===== src/rtl/core/cpr_pkg.sv =====
// ----------------------------------------------------------------------------
// cpr_pkg
// Shared constants and types for the clock page replacement unit.
// ----------------------------------------------------------------------------
package cpr_pkg;

	localparam int FRAMES    = 16;
	localparam int PAGE_BITS = 20;
	localparam int FRAME_W   = 4;
	localparam int FUNC_W    = 2;
	localparam int CNT_W     = $clog2(2 * FRAMES);
	localparam int DATA_W    = ((FRAME_W + PAGE_BITS + 7) / 8) * 8;

	typedef logic [FRAME_W-1:0]   frame_t;
	typedef logic [PAGE_BITS-1:0] page_t;

	typedef enum logic [FUNC_W-1:0] {
		FN_REF     = 2'd0,
		FN_FILL    = 2'd1,
		FN_REPLACE = 2'd2,
		FN_CLEAR   = 2'd3
	} func_t;

	typedef enum logic [1:0] {
		ST_IDLE,
		ST_SWEEP,
		ST_READ
	} state_t;

endpackage


===== src/rtl/core/clock_page_replacement_unit.sv =====
// ----------------------------------------------------------------------------
// clock_page_replacement_unit
// Second-chance (clock) victim selection over a fixed set of page frames.
// ----------------------------------------------------------------------------
// Usage:
//   Commands arrive on the s_axis channel: tuser carries the function
//   (reference, fill, replace, clear all reference bits), tdata the frame
//   index and the new page. Each command returns exactly one result on the
//   m_axis channel: tuser carries the found flag, tdata the victim frame and
//   the evicted page (all zero unless a replace found a victim).
//   Reference, fill and clear are done at the transfer; their result is valid
//   the cycle after it, and one command per cycle is taken while the result
//   register drains.
//   Replace walks the hand one frame per cycle through the valid and
//   reference flags, then reads the page memory of the victim in the
//   read state and loads the result; with no valid frame the walk stops
//   after two rounds and loads a not-found result.
//   The page memory has a single read port at the hand, which is why a
//   replace walks the hand. No command is taken during a replace.
//   Reset clears all valid and reference flags and the hand; page storage
//   is left as is. While m_axis_tready is low the result holds, and a new
//   command is taken only once the result register frees.
// ----------------------------------------------------------------------------
module clock_page_replacement_unit
	import cpr_pkg::*;
(
	input  logic              clk,
	input  logic              arst_n,
	input  logic              s_axis_tvalid,
	output logic              s_axis_tready,
	input  logic [DATA_W-1:0] s_axis_tdata,  // [3:0] frame_index, [23:4] new_page
	input  logic [FUNC_W-1:0] s_axis_tuser,  // [1:0] func
	output logic              m_axis_tvalid,
	input  logic              m_axis_tready,
	output logic [DATA_W-1:0] m_axis_tdata,  // [3:0] victim_frame, [23:4] victim_page
	output logic              m_axis_tuser   // [0] found
);

	localparam logic [CNT_W-1:0]   CNT_LAST   = CNT_W'(2 * FRAMES - 1);
	localparam logic [FRAME_W-1:0] FRAME_LAST = FRAME_W'(FRAMES - 1);

	state_t state_q, state_next;

	logic [FRAMES-1:0] frame_valid_q;
	logic [FRAMES-1:0] frame_ref_q;
	frame_t            hand_q;
	frame_t            hand_next;
	logic [CNT_W-1:0]  cnt_q;
	frame_t            victim_q;
	page_t             page_q;
	page_t             rdata_q;
	page_t             page_mem [FRAMES];

	logic   out_valid_q;
	logic   out_found_q;
	frame_t out_frame_q;
	page_t  out_page_q;
	logic   out_load;

	func_t  in_func;
	frame_t in_frame;
	page_t  in_page;
	logic   in_xfer;
	logic   hit;

	logic   mem_we;
	frame_t mem_waddr;
	page_t  mem_wdata;

	assign in_func  = func_t'(s_axis_tuser);
	assign in_frame = s_axis_tdata[FRAME_W-1:0];
	assign in_page  = s_axis_tdata[FRAME_W+PAGE_BITS-1:FRAME_W];
	assign in_xfer  = s_axis_tvalid && s_axis_tready;
	assign hit      = frame_valid_q[hand_q] && !frame_ref_q[hand_q];
	assign hand_next = (hand_q == FRAME_LAST) ? '0 : hand_q + 1'b1;

	// load a new result: simple command, sweep gave up, or victim read done
	assign out_load = (state_q == ST_IDLE && in_xfer && in_func != FN_REPLACE)
		|| (state_q == ST_SWEEP && !hit && cnt_q == CNT_LAST)
		|| (state_q == ST_READ);

	// next state
	always_comb begin
		state_next = state_q;
		case (state_q)
			ST_IDLE: begin
				if (in_xfer && in_func == FN_REPLACE) state_next = ST_SWEEP;
			end
			ST_SWEEP: begin
				if (hit) state_next = ST_READ;
				else if (cnt_q == CNT_LAST) state_next = ST_IDLE;
			end
			ST_READ: state_next = ST_IDLE;
			default: state_next = ST_IDLE;
		endcase
	end

	// outputs of the state machine
	always_comb begin
		s_axis_tready = 1'b0;
		mem_we        = 1'b0;
		mem_waddr     = in_frame;
		mem_wdata     = in_page;
		case (state_q)
			ST_IDLE: begin
				s_axis_tready = !out_valid_q || m_axis_tready;
				mem_we        = in_xfer && in_func == FN_FILL;
			end
			ST_READ: begin
				mem_we    = 1'b1;
				mem_waddr = victim_q;
				mem_wdata = page_q;
			end
			default: ;
		endcase
	end

	always_ff @(posedge clk or negedge arst_n) begin
		if (!arst_n) begin
			state_q       <= ST_IDLE;
			frame_valid_q <= '0;
			frame_ref_q   <= '0;
			hand_q        <= '0;
			cnt_q         <= '0;
			out_valid_q   <= 1'b0;
		end else begin
			state_q <= state_next;
			if (out_load) out_valid_q <= 1'b1;
			else if (m_axis_tready) out_valid_q <= 1'b0;
			case (state_q)
				ST_IDLE: begin
					cnt_q <= '0;
					if (in_xfer) begin
						case (in_func)
							FN_REF:  frame_ref_q[in_frame] <= 1'b1;
							FN_FILL: begin
								frame_valid_q[in_frame] <= 1'b1;
								frame_ref_q[in_frame]   <= 1'b0;
							end
							FN_CLEAR: frame_ref_q <= '0;
							default: ;
						endcase
					end
				end
				ST_SWEEP: begin
					hand_q <= hand_next;
					cnt_q  <= cnt_q + 1'b1;
					// second chance: drop the reference and move on
					if (!hit) frame_ref_q[hand_q] <= 1'b0;
				end
				default: ;
			endcase
		end
	end

	// payload registers
	always_ff @(posedge clk) begin
		if (state_q == ST_IDLE && in_xfer) page_q <= in_page;
		if (state_q == ST_SWEEP) victim_q <= hand_q;
		if (state_q == ST_READ) begin
			out_found_q <= 1'b1;
			out_frame_q <= victim_q;
			out_page_q  <= rdata_q;
		end else if ((state_q == ST_IDLE && in_xfer) || (state_q == ST_SWEEP && !hit)) begin
			out_found_q <= 1'b0;
			out_frame_q <= '0;
			out_page_q  <= '0;
		end
	end

	// page storage: read at the hand every cycle, one write port
	always_ff @(posedge clk) begin
		if (mem_we) page_mem[mem_waddr] <= mem_wdata;
		rdata_q <= page_mem[hand_q];
	end

	assign m_axis_tvalid = out_valid_q;
	assign m_axis_tuser  = out_found_q;
	assign m_axis_tdata  = DATA_W'({out_page_q, out_frame_q});

	a_replace_starts_sweep: assert property (@(posedge clk) disable iff (!arst_n)
		(s_axis_tvalid && s_axis_tready && s_axis_tuser == FN_REPLACE)
		|=> state_q == ST_SWEEP)
		else $error("replace transfer did not start a sweep");

	a_no_result_in_flight: assert property (@(posedge clk) disable iff (!arst_n)
		(state_q != ST_IDLE) |-> !out_valid_q)
		else $error("result register busy during a replace");

	a_victim_is_valid: assert property (@(posedge clk) disable iff (!arst_n)
		(m_axis_tvalid && m_axis_tuser) |-> frame_valid_q[m_axis_tdata[FRAME_W-1:0]])
		else $error("reported victim frame is not valid");

	a_victim_unreferenced: assert property (@(posedge clk) disable iff (!arst_n)
		(state_q == ST_SWEEP && hit) |=> !frame_ref_q[victim_q])
		else $error("chosen victim carries a reference");

endmodule

===== config.mk =====
export PLATFORM = sky130hd
export DESIGN_NAME = clock_page_replacement_unit
export DESIGN_NICKNAME = d
export VERILOG_FILES = /design/src/rtl/core/cpr_pkg.sv /design/src/rtl/core/clock_page_replacement_unit.sv
export SDC_FILE = /design/constraint.sdc
export NUM_CORES = 1
export LEC_CHECK = 0
export BUFFER_PORTS_ARGS = -buffer_cell sky130_fd_sc_hd__buf_4
export CORE_MARGIN = 2
export CORE_UTILIZATION = 29
export DETAILED_ROUTE_END_ITERATION = 7
export GPL_TIMING_DRIVEN = 0
export SLEW_MARGIN = 20
export SYNTH_ARGS = -nofsm -noshare
export SYNTH_HDL_FRONTEND = slang
export SYNTH_SLANG_ARGS = --single-unit

===== constraint.sdc =====
create_clock -name clk -period 2.75 [get_ports clk]
set_clock_uncertainty 0.1 [all_clocks]
set_input_delay 0.1375 -clock clk [delete_from_list [all_inputs] [get_ports clk]]
set_output_delay 0.1375 -clock clk [all_outputs]
set_load 0.01 [all_outputs]

==> flow_metrics.tcl, run 1 <==
set metrics [dict create \
    switching_share_pct 29.9 \
    detail-route-antenna-nets 0 \
    root_buffer "clkbuf_16" \
    slew_headroom_pct 30.4 \
    io_pins 57 \
    drc 0 \
    pwr-share-clk_pct 30.5 \
    reg2reg_to "rdata_q[0]$_DFF_P_" \
    fin_cells 1913 \
    start_kind "flip-flop" \
    grt_pass1_vias 9554 \
    layout-drive-gt1-share_pct 28.9 \
    fin_tns_setup_ns 0 \
    final_nets 1143 \
    routed_wl_mm 43.4 \
    antennaDiodeCount 0 \
    async_flop_share_pct 10.2 \
    netSwitchingPower_uw 6080 \
    min_path_type "in2async" \
    cp.arrival_ns 3.04 \
    cp_top_family "buffers and inverters" \
    timing.fmax_ghz 0.370 \
    worstPathMaxFanout 19 \
    grt_usage_pct 13.8 \
    outcome "complete, no violations" \
    dieArea_sq_um 62100 \
    comb_power_share_pct 28.6 \
    htree_levels 2 \
    ys_seq_area_share_pct 72.1 \
    critPathSlowestCell "mux4_2" \
    numPlacedInstances 1785 \
    antenna_found_initial 0 \
    min_period_ns 2.70 \
    synth.distinct_cells 60 \
    crit_buf_inv 3 \
    fp-row-count 89 \
    endpoint_kind "flip-flop" \
    leakage_uw 0.00732 \
    clock_path_buffers 3 \
    synth-seq-cells 433 \
    holdWs_ns 0.0147 \
    overflow 0 \
    fin_crit_sh_pct 98.2 \
    die-width_um 249 \
    synth_edf_count 368 \
    p_per_area_nw_per_um2 943 \
    syn_to_final_growth_pct 23.5 \
    core_sq_um 59200 \
    clock_sinks 433 \
    yosysWarningCount 0 \
    grt_max_degree 45 \
    reg2regPathDepth 5 \
    syn_avg_cell_area_sq_um 18.5 \
    hold_violations 0 \
    report.final.slew_viol_count 0 \
    yosys-top-cells-area "edfxtp_1, mux4_2, dfrtp_1" \
    cap_viol_max_count 0 \
    critPathRequiredTime_ns 3.08 \
    reg2reg_from "hand_q[1]$_DFFE_PN0P_" \
    first_iter_violations 972 \
    clkTransAtPathRegs_ns 0.06 \
    syn_inst 940 \
    clk_latency_ns 0.58 \
    syn_area_sq_um 17400 \
    ys.flop_type "edfxtp_1" \
    numCtsBuffers 44 \
    die_y_um 249 \
    port_buffers 56 \
    crit_type "reg2reg" \
    ff2ff_setup_slack_ns 0.05 \
    cts_tree "yes" \
    place.gp.congestion 0.881 \
    worst_ir_drop_vdd_mv 0.507 \
    p_seq_share_pct 40.9 \
    start_util_pct 29.4 \
    finalSetupViolations 0 \
    vias_per_cell 5.00 \
    vias 9559 \
    critPathMostFrequentCell "buf_2" \
    max_stage_delay_ns 0.53 \
    syn-num-nets 979 \
    synth_top_area_cell "edfxtp_1" \
    nFillCells 5461 \
    hpwlAfterDp_mm 27.3 \
    firstDrtPassIters 5 \
    synth_top_area_share_pct 63.4 \
    grt_pass1_wl_mm 63.5 \
    finalCoreUtilization_pct 36.3 \
    internal-power_uw 14200 \
    wl_per_cell_um 22.7 \
    path_cells "buf_2 > buf_4 > buf_2 > mux4_1 > mux4_2" \
    tightest_slew_ns 1.04 \
]
## per-layer routing
metal / GRT usage, % / vias up / wire, um
met4: 3.60 / 0 / 789
met3: 2.68 / 71 / 3110
met2: 22.9 / 379 / 21100
li1: - / 4126 / -
met1: 18.6 / 4983 / 18300
met5: 0 / - / 0
## Yosys cell counts, types with 11 or more instances
| master | count |
|---|---|
| o21bai_1 | 14 |
| dfxtp_1 | 21 |
| mux4_2 | 84 |
| a31oi_1 | 11 |
| nor2_1 | 38 |
| buf_2 | 11 |
| dfrtp_1 | 44 |
| and2_1 | 26 |
| edfxtp_1 | 368 |
| nand2_1 | 107 |
| o211ai_1 | 16 |
| clkbuf_1 | 25 |
| nand3_1 | 15 |
| mux4_1 | 24 |
## registers in the layout, summed over array words and instances (netlist names)
signal and count:
page_mem 320, out_page_q 20, frame_ref_q 16, page_q 20
m_axis_tvalid 1, state_q 2, cnt_q 5, hand_q 4
rdata_q 20, frame_valid_q 16, out_frame_q 4, m_axis_tuser 1
victim_q 4
## cell families (layout without fill, tap and decap cells)
kind of cell | after synthesis | count (layout) | synth area share [%]
XOR/XNOR | 1 | 1 | 0.0502
flip-flops | 433 | 433 | 72.1
AND/OR/NAND/NOR | 218 | 219 | 5.81
multiplexers | 109 | 109 | 14.5
AO/OA/AOI/OAI | 105 | 105 | 4.68
adder cells (fa/ha/maj) | 9 | 9 | 0.646
buffers and inverters | 65 | 264 | 2.17
## power groups by stage
stage	combinational (uW)	sequential, uW	clock [uW]
floorplan	3710	8370	0
global placement	5480	8410	0
detailed placement	5550	8420	0
CTS	5830	8280	6320
global route	6140	8370	6580
finish	5810	8310	6190
## stage by stage
| stage | worst slack [ns] | total power, uW | cell area, sq um |
|---|---|---|---|
| after global placement | -1.82 | 13900 | 18800 |
| after CTS | -0.0823 | 20400 | 21500 |
| after detailed placement | -1.20 | 14000 | 19400 |
| final | 0.0495 | 20300 | 21500 |
| after floorplan | 0.0495 | 12100 | 17400 |
| after global routing | -0.0000673 | 21100 | 21500 |
## worst max-delay path by stage
stage,from,end,slack (ns),cells past startpoint
4_1_cts,state_q[0]$_DFFE_PN0P_,page_mem[7][11]$_DFFE_PP_,-0.08,5
3_5_place_dp,state_q[0]$_DFFE_PN0P_,out_page_q[7]$_SDFFCE_PN0P_,-1.20,5
6_report,hand_q[1]$_DFFE_PN0P_,rdata_q[0]$_DFF_P_,0.05,5
3_3_place_gp,s_axis_tuser[1],page_mem[13][7]$_DFFE_PP_,-1.82,8
5_1_grt,hand_q[1]$_DFFE_PN0P_,rdata_q[0]$_DFF_P_,-0.00007,5
2_1_floorplan,state_q[0]$_DFFE_PN0P_,page_mem[15][0]$_DFFE_PP_,0.05,6
## placed cells by master, fill, tap and decap left out, types with 15 or more instances in the layout
cell type,count
edfxtp_1,368
nand2_1,104
mux4_2,84
buf_4,69
clkbuf_16,45
dfrtp_1,44
and2_1,26
dlygate4sd3_1,25
mux4_1,24
clkbuf_1,23
dfxtp_1,21
nor2_1,20
nor2_4,17
o211ai_1,16
buf_16,15
## what timing repair did
item                                    in CTS  in global routing
hold buffers                                25                  0
endpoints found under the setup margin     671                508
gates resized for setup                     12                 10
hold endpoints to repair                    67                  0
cloned                                       1                  0
buffers inserted                            21                  1
pin swaps                                   16                  1
## final cells by class
class	instances	area (sq um)	area share [%]
flip-flops and latches	433	12600	58.4
well taps	773	967	4.49
plain buffers	54	348	1.62
repair buffers	119	1420	6.59
clock buffers	58	1250	5.83
clock inverters	24	259	1.20
inverters	9	33.8	0.157
multi-input cells	443	4680	21.7
No activity file was read; power rests on OpenSTA's default activity.
==> inputs of run 2 (changes only) <==
--- a/config.mk
+++ b/config.mk
@@ -5,6 +5,7 @@
 export SDC_FILE = /design/constraint.sdc
 export NUM_CORES = 1
 export LEC_CHECK = 0
+export ABC_AREA = 1
 export BUFFER_PORTS_ARGS = -buffer_cell sky130_fd_sc_hd__buf_4
 export CORE_MARGIN = 2
 export CORE_UTILIZATION = 29
==> run 2 against run 1 <==
Global-route usage is 2.5 points higher. Flip-flop and latch count stayed put. Clock-buffer cell count down 5. Register-to-register slack improved by 0.02 ns. Worst setup slack improved by 0.021 ns. First-iteration DRC count up 30%. Critical path depth is 3 higher. Via count rose by 33%. Synthesized cell count grew 61%. Sequential power increased by 4.2%. Power grew 7.5%. Wire length rose by 19%. Critical endpoint is now page_mem[10][8]$_DFFE_PP_. Largest cell class unchanged.
==> flow_metrics.tcl, run 2 <==
set metrics [dict create \
    numCtsBuffers 43 \
    finalSetupViolations 0 \
    slew_headroom_pct 40.8 \
    clk_latency_ns 0.57 \
    synthSimpleGateAreaFrac_pct 13.6 \
    syn_to_final_growth_pct 24.3 \
    detail-route-antenna-nets 0 \
    clock_path_buffers 3 \
    critPathRequiredTime_ns 2.98 \
    ys.flop_type "edfxtp_1" \
    start_kind "flip-flop" \
    crit_type "reg2reg" \
    synth-xor-area-share_pct 0.0499 \
    syn-num-nets 1554 \
    worst_ir_drop_vdd_mv 0.513 \
    antenna_found_initial 0 \
    nFillCells 5794 \
    tightest_slew_ns 0.888 \
    regMostFlops "page_mem" \
    finalCoreUtilization_pct 36.3 \
    place_area_sq_um 19100 \
    largest_reg_flops 320 \
    clock_sinks 433 \
    async_flop_share_pct 10.2 \
    vias 12700 \
    port_buffers 56 \
    start_util_pct 29.2 \
    synth_adder_area_share_pct 0.642 \
    firstDrtPassIters 5 \
    min_period_ns 2.68 \
    clkTransAtPathRegs_ns 0.06 \
    syn_avg_cell_area_sq_um 11.6 \
    synth-seq-cells 433 \
    dp_slack_ns -0.753 \
    synth.top_cells.by_count "edfxtp_1, nand2_1, nor2_1" \
    die-width_um 250 \
    core_sq_um 60000 \
    synth.distinct_cells 39 \
    yosys-top-cells-area "edfxtp_1, dfrtp_1, nand2_1" \
    final_nets 1771 \
    synth_most_common_cell "edfxtp_1" \
    layout_common_cells "edfxtp_1, nand2_1, nor2_1" \
    timing.fmax_ghz 0.373 \
    p_per_area_nw_per_um2 1000 \
    htree_levels 2 \
    min_path_type "in2async" \
    first_iter_violations 1268 \
    yosysWarningCount 0 \
    muxShareOfSynthArea_pct 0 \
    grt_pass1_wl_mm 77.1 \
    fin_tns_setup_ns 0 \
    cts_tree "yes" \
    fp-row-count 90 \
    worstPathMaxFanout 8 \
    endpoint_kind "flip-flop" \
    syn_area_sq_um 17500 \
    syn_inst 1515 \
    layout-drive-gt1-share_pct 16.8 \
    fin_crit_sh_pct 97.5 \
    grt_pass1_vias 12600 \
    place.gp.congestion 0.872 \
    synth_edf_count 368 \
    final_common_cell "edfxtp_1" \
    dieArea_sq_um 62500 \
    synth_top_family_by_area "simple AND/OR/NAND/NOR gates" \
    wl_per_cell_um 20.3 \
    cap_viol_max_count 0 \
    grt_usage_pct 16.3 \
    setup_slack_ns 0.0701 \
    antennaDiodeCount 0 \
    leakage_uw 0.00796 \
    vias_per_cell 4.98 \
    report.final.slew_viol_count 0 \
    cp.arrival_ns 2.91 \
    drc 0 \
    postLayoutCellArea_sq_um 21800 \
    overflow 0 \
    ys_seq_area_share_pct 71.7 \
    synth_top_area_share_pct 63.0 \
    synth-compound-area-share_pct 9.67 \
    holdWs_ns 0.0429 \
    hpwlAfterDp_mm 32.2 \
    synth_top_area_cell "edfxtp_1" \
    routed_wl_mm 51.8 \
    grt_max_degree 45 \
    io_pins 57 \
    root_buffer "clkbuf_16" \
    hold_violations 0 \
    die_y_um 250 \
    outcome "complete, no violations" \
]
## run 2: power by group
group          leakage [uW]  internal (uW)  switching, uW
Sequential          0.00404           8380            287
Clock              0.000668           3180           2460
Combinational       0.00325           2110           5410
Total               0.00796          13700           8170
## run 2: timing repair
action                     CTS  global route
cloned                      16             0
gates resized for setup     46            19
setup endpoints to repair  588           406
pin swaps                   34             0
hold buffers                31             0
buffers inserted            66             0
hold endpoints to repair    82             0
## run 2: cells by family (layout without fill, tap and decap cells)
| group | count (synthesis) | count (layout) |
|---|---|---|
| flip-flops | 433 | 433 |
| XOR/XNOR | 1 | 1 |
| AND/OR/NAND/NOR | 588 | 604 |
| adder cells (fa/ha/maj) | 9 | 9 |
| buffers and inverters | 178 | 413 |
| AO/OA/AOI/OAI | 306 | 306 |
## run 2: worst paths after layout
| path | cells after the start | end | slack, ns | from |
|---|---|---|---|---|
| max | 8 | page_mem[10][8]$_DFFE_PP_ | 0.07 | state_q[1]$_DFFE_PN0P_ |
| min in group clk | 5 | state_q[0]$_DFFE_PN0P_ | 0.05 | s_axis_tuser[0] |
| max in group asynchronous | 2 | cnt_q[4]$_DFFE_PN0P_ | 2.11 | arst_n |
| max reg2reg | 8 | page_mem[10][8]$_DFFE_PP_ | 0.07 | state_q[1]$_DFFE_PN0P_ |
| min reg2reg | 2 | frame_valid_q[4]$_DFFE_PN0P_ | 0.36 | frame_valid_q[4]$_DFFE_PN0P_ |
| min | 2 | frame_ref_q[2]$_DFFE_PN0P_ | 0.04 | arst_n |
## run 2: critical path, cell delays in order (launching register included)
cell     delay [ns]
dfrtp_1        0.48
inv_2          0.09
nor2_4         0.20
inv_1          0.21
o21ai_2        0.42
inv_1          0.20
nand2_2        0.46
nor2_4         0.10
buf_4          0.18
## run 2: metrics by stage
step	cells	power, uW
after floorplan	1515	12800
after global placement	2353	15600
after detailed placement	2356	15800
after CTS	2548	21800
after global routing	2548	22800
final	2548	21800
## run 2: routing by layer
layer / wire length, um / share of wire (%) / vias up / GRT usage (%)
met5: 0 / 0 / - / 0
met4: 1890 / 3.6 / 0 / 6.86
met3: 3780 / 7.3 / 103 / 2.78
met2: 25200 / 49 / 559 / 27.6
met1: 20900 / 40 / 6264 / 20.6
li1: - / - / 5768 / -
## run 2: layout make-up
type	count	area (sq um)	share of cell area [%]
flip-flops and latches	433	12600	57.7
multi-input cells	920	4650	21.3
repair buffers	156	1470	6.76
clock buffers	53	1150	5.30
well taps	782	978	4.49
plain buffers	84	414	1.90
inverters	94	360	1.65
clock inverters	26	194	0.890
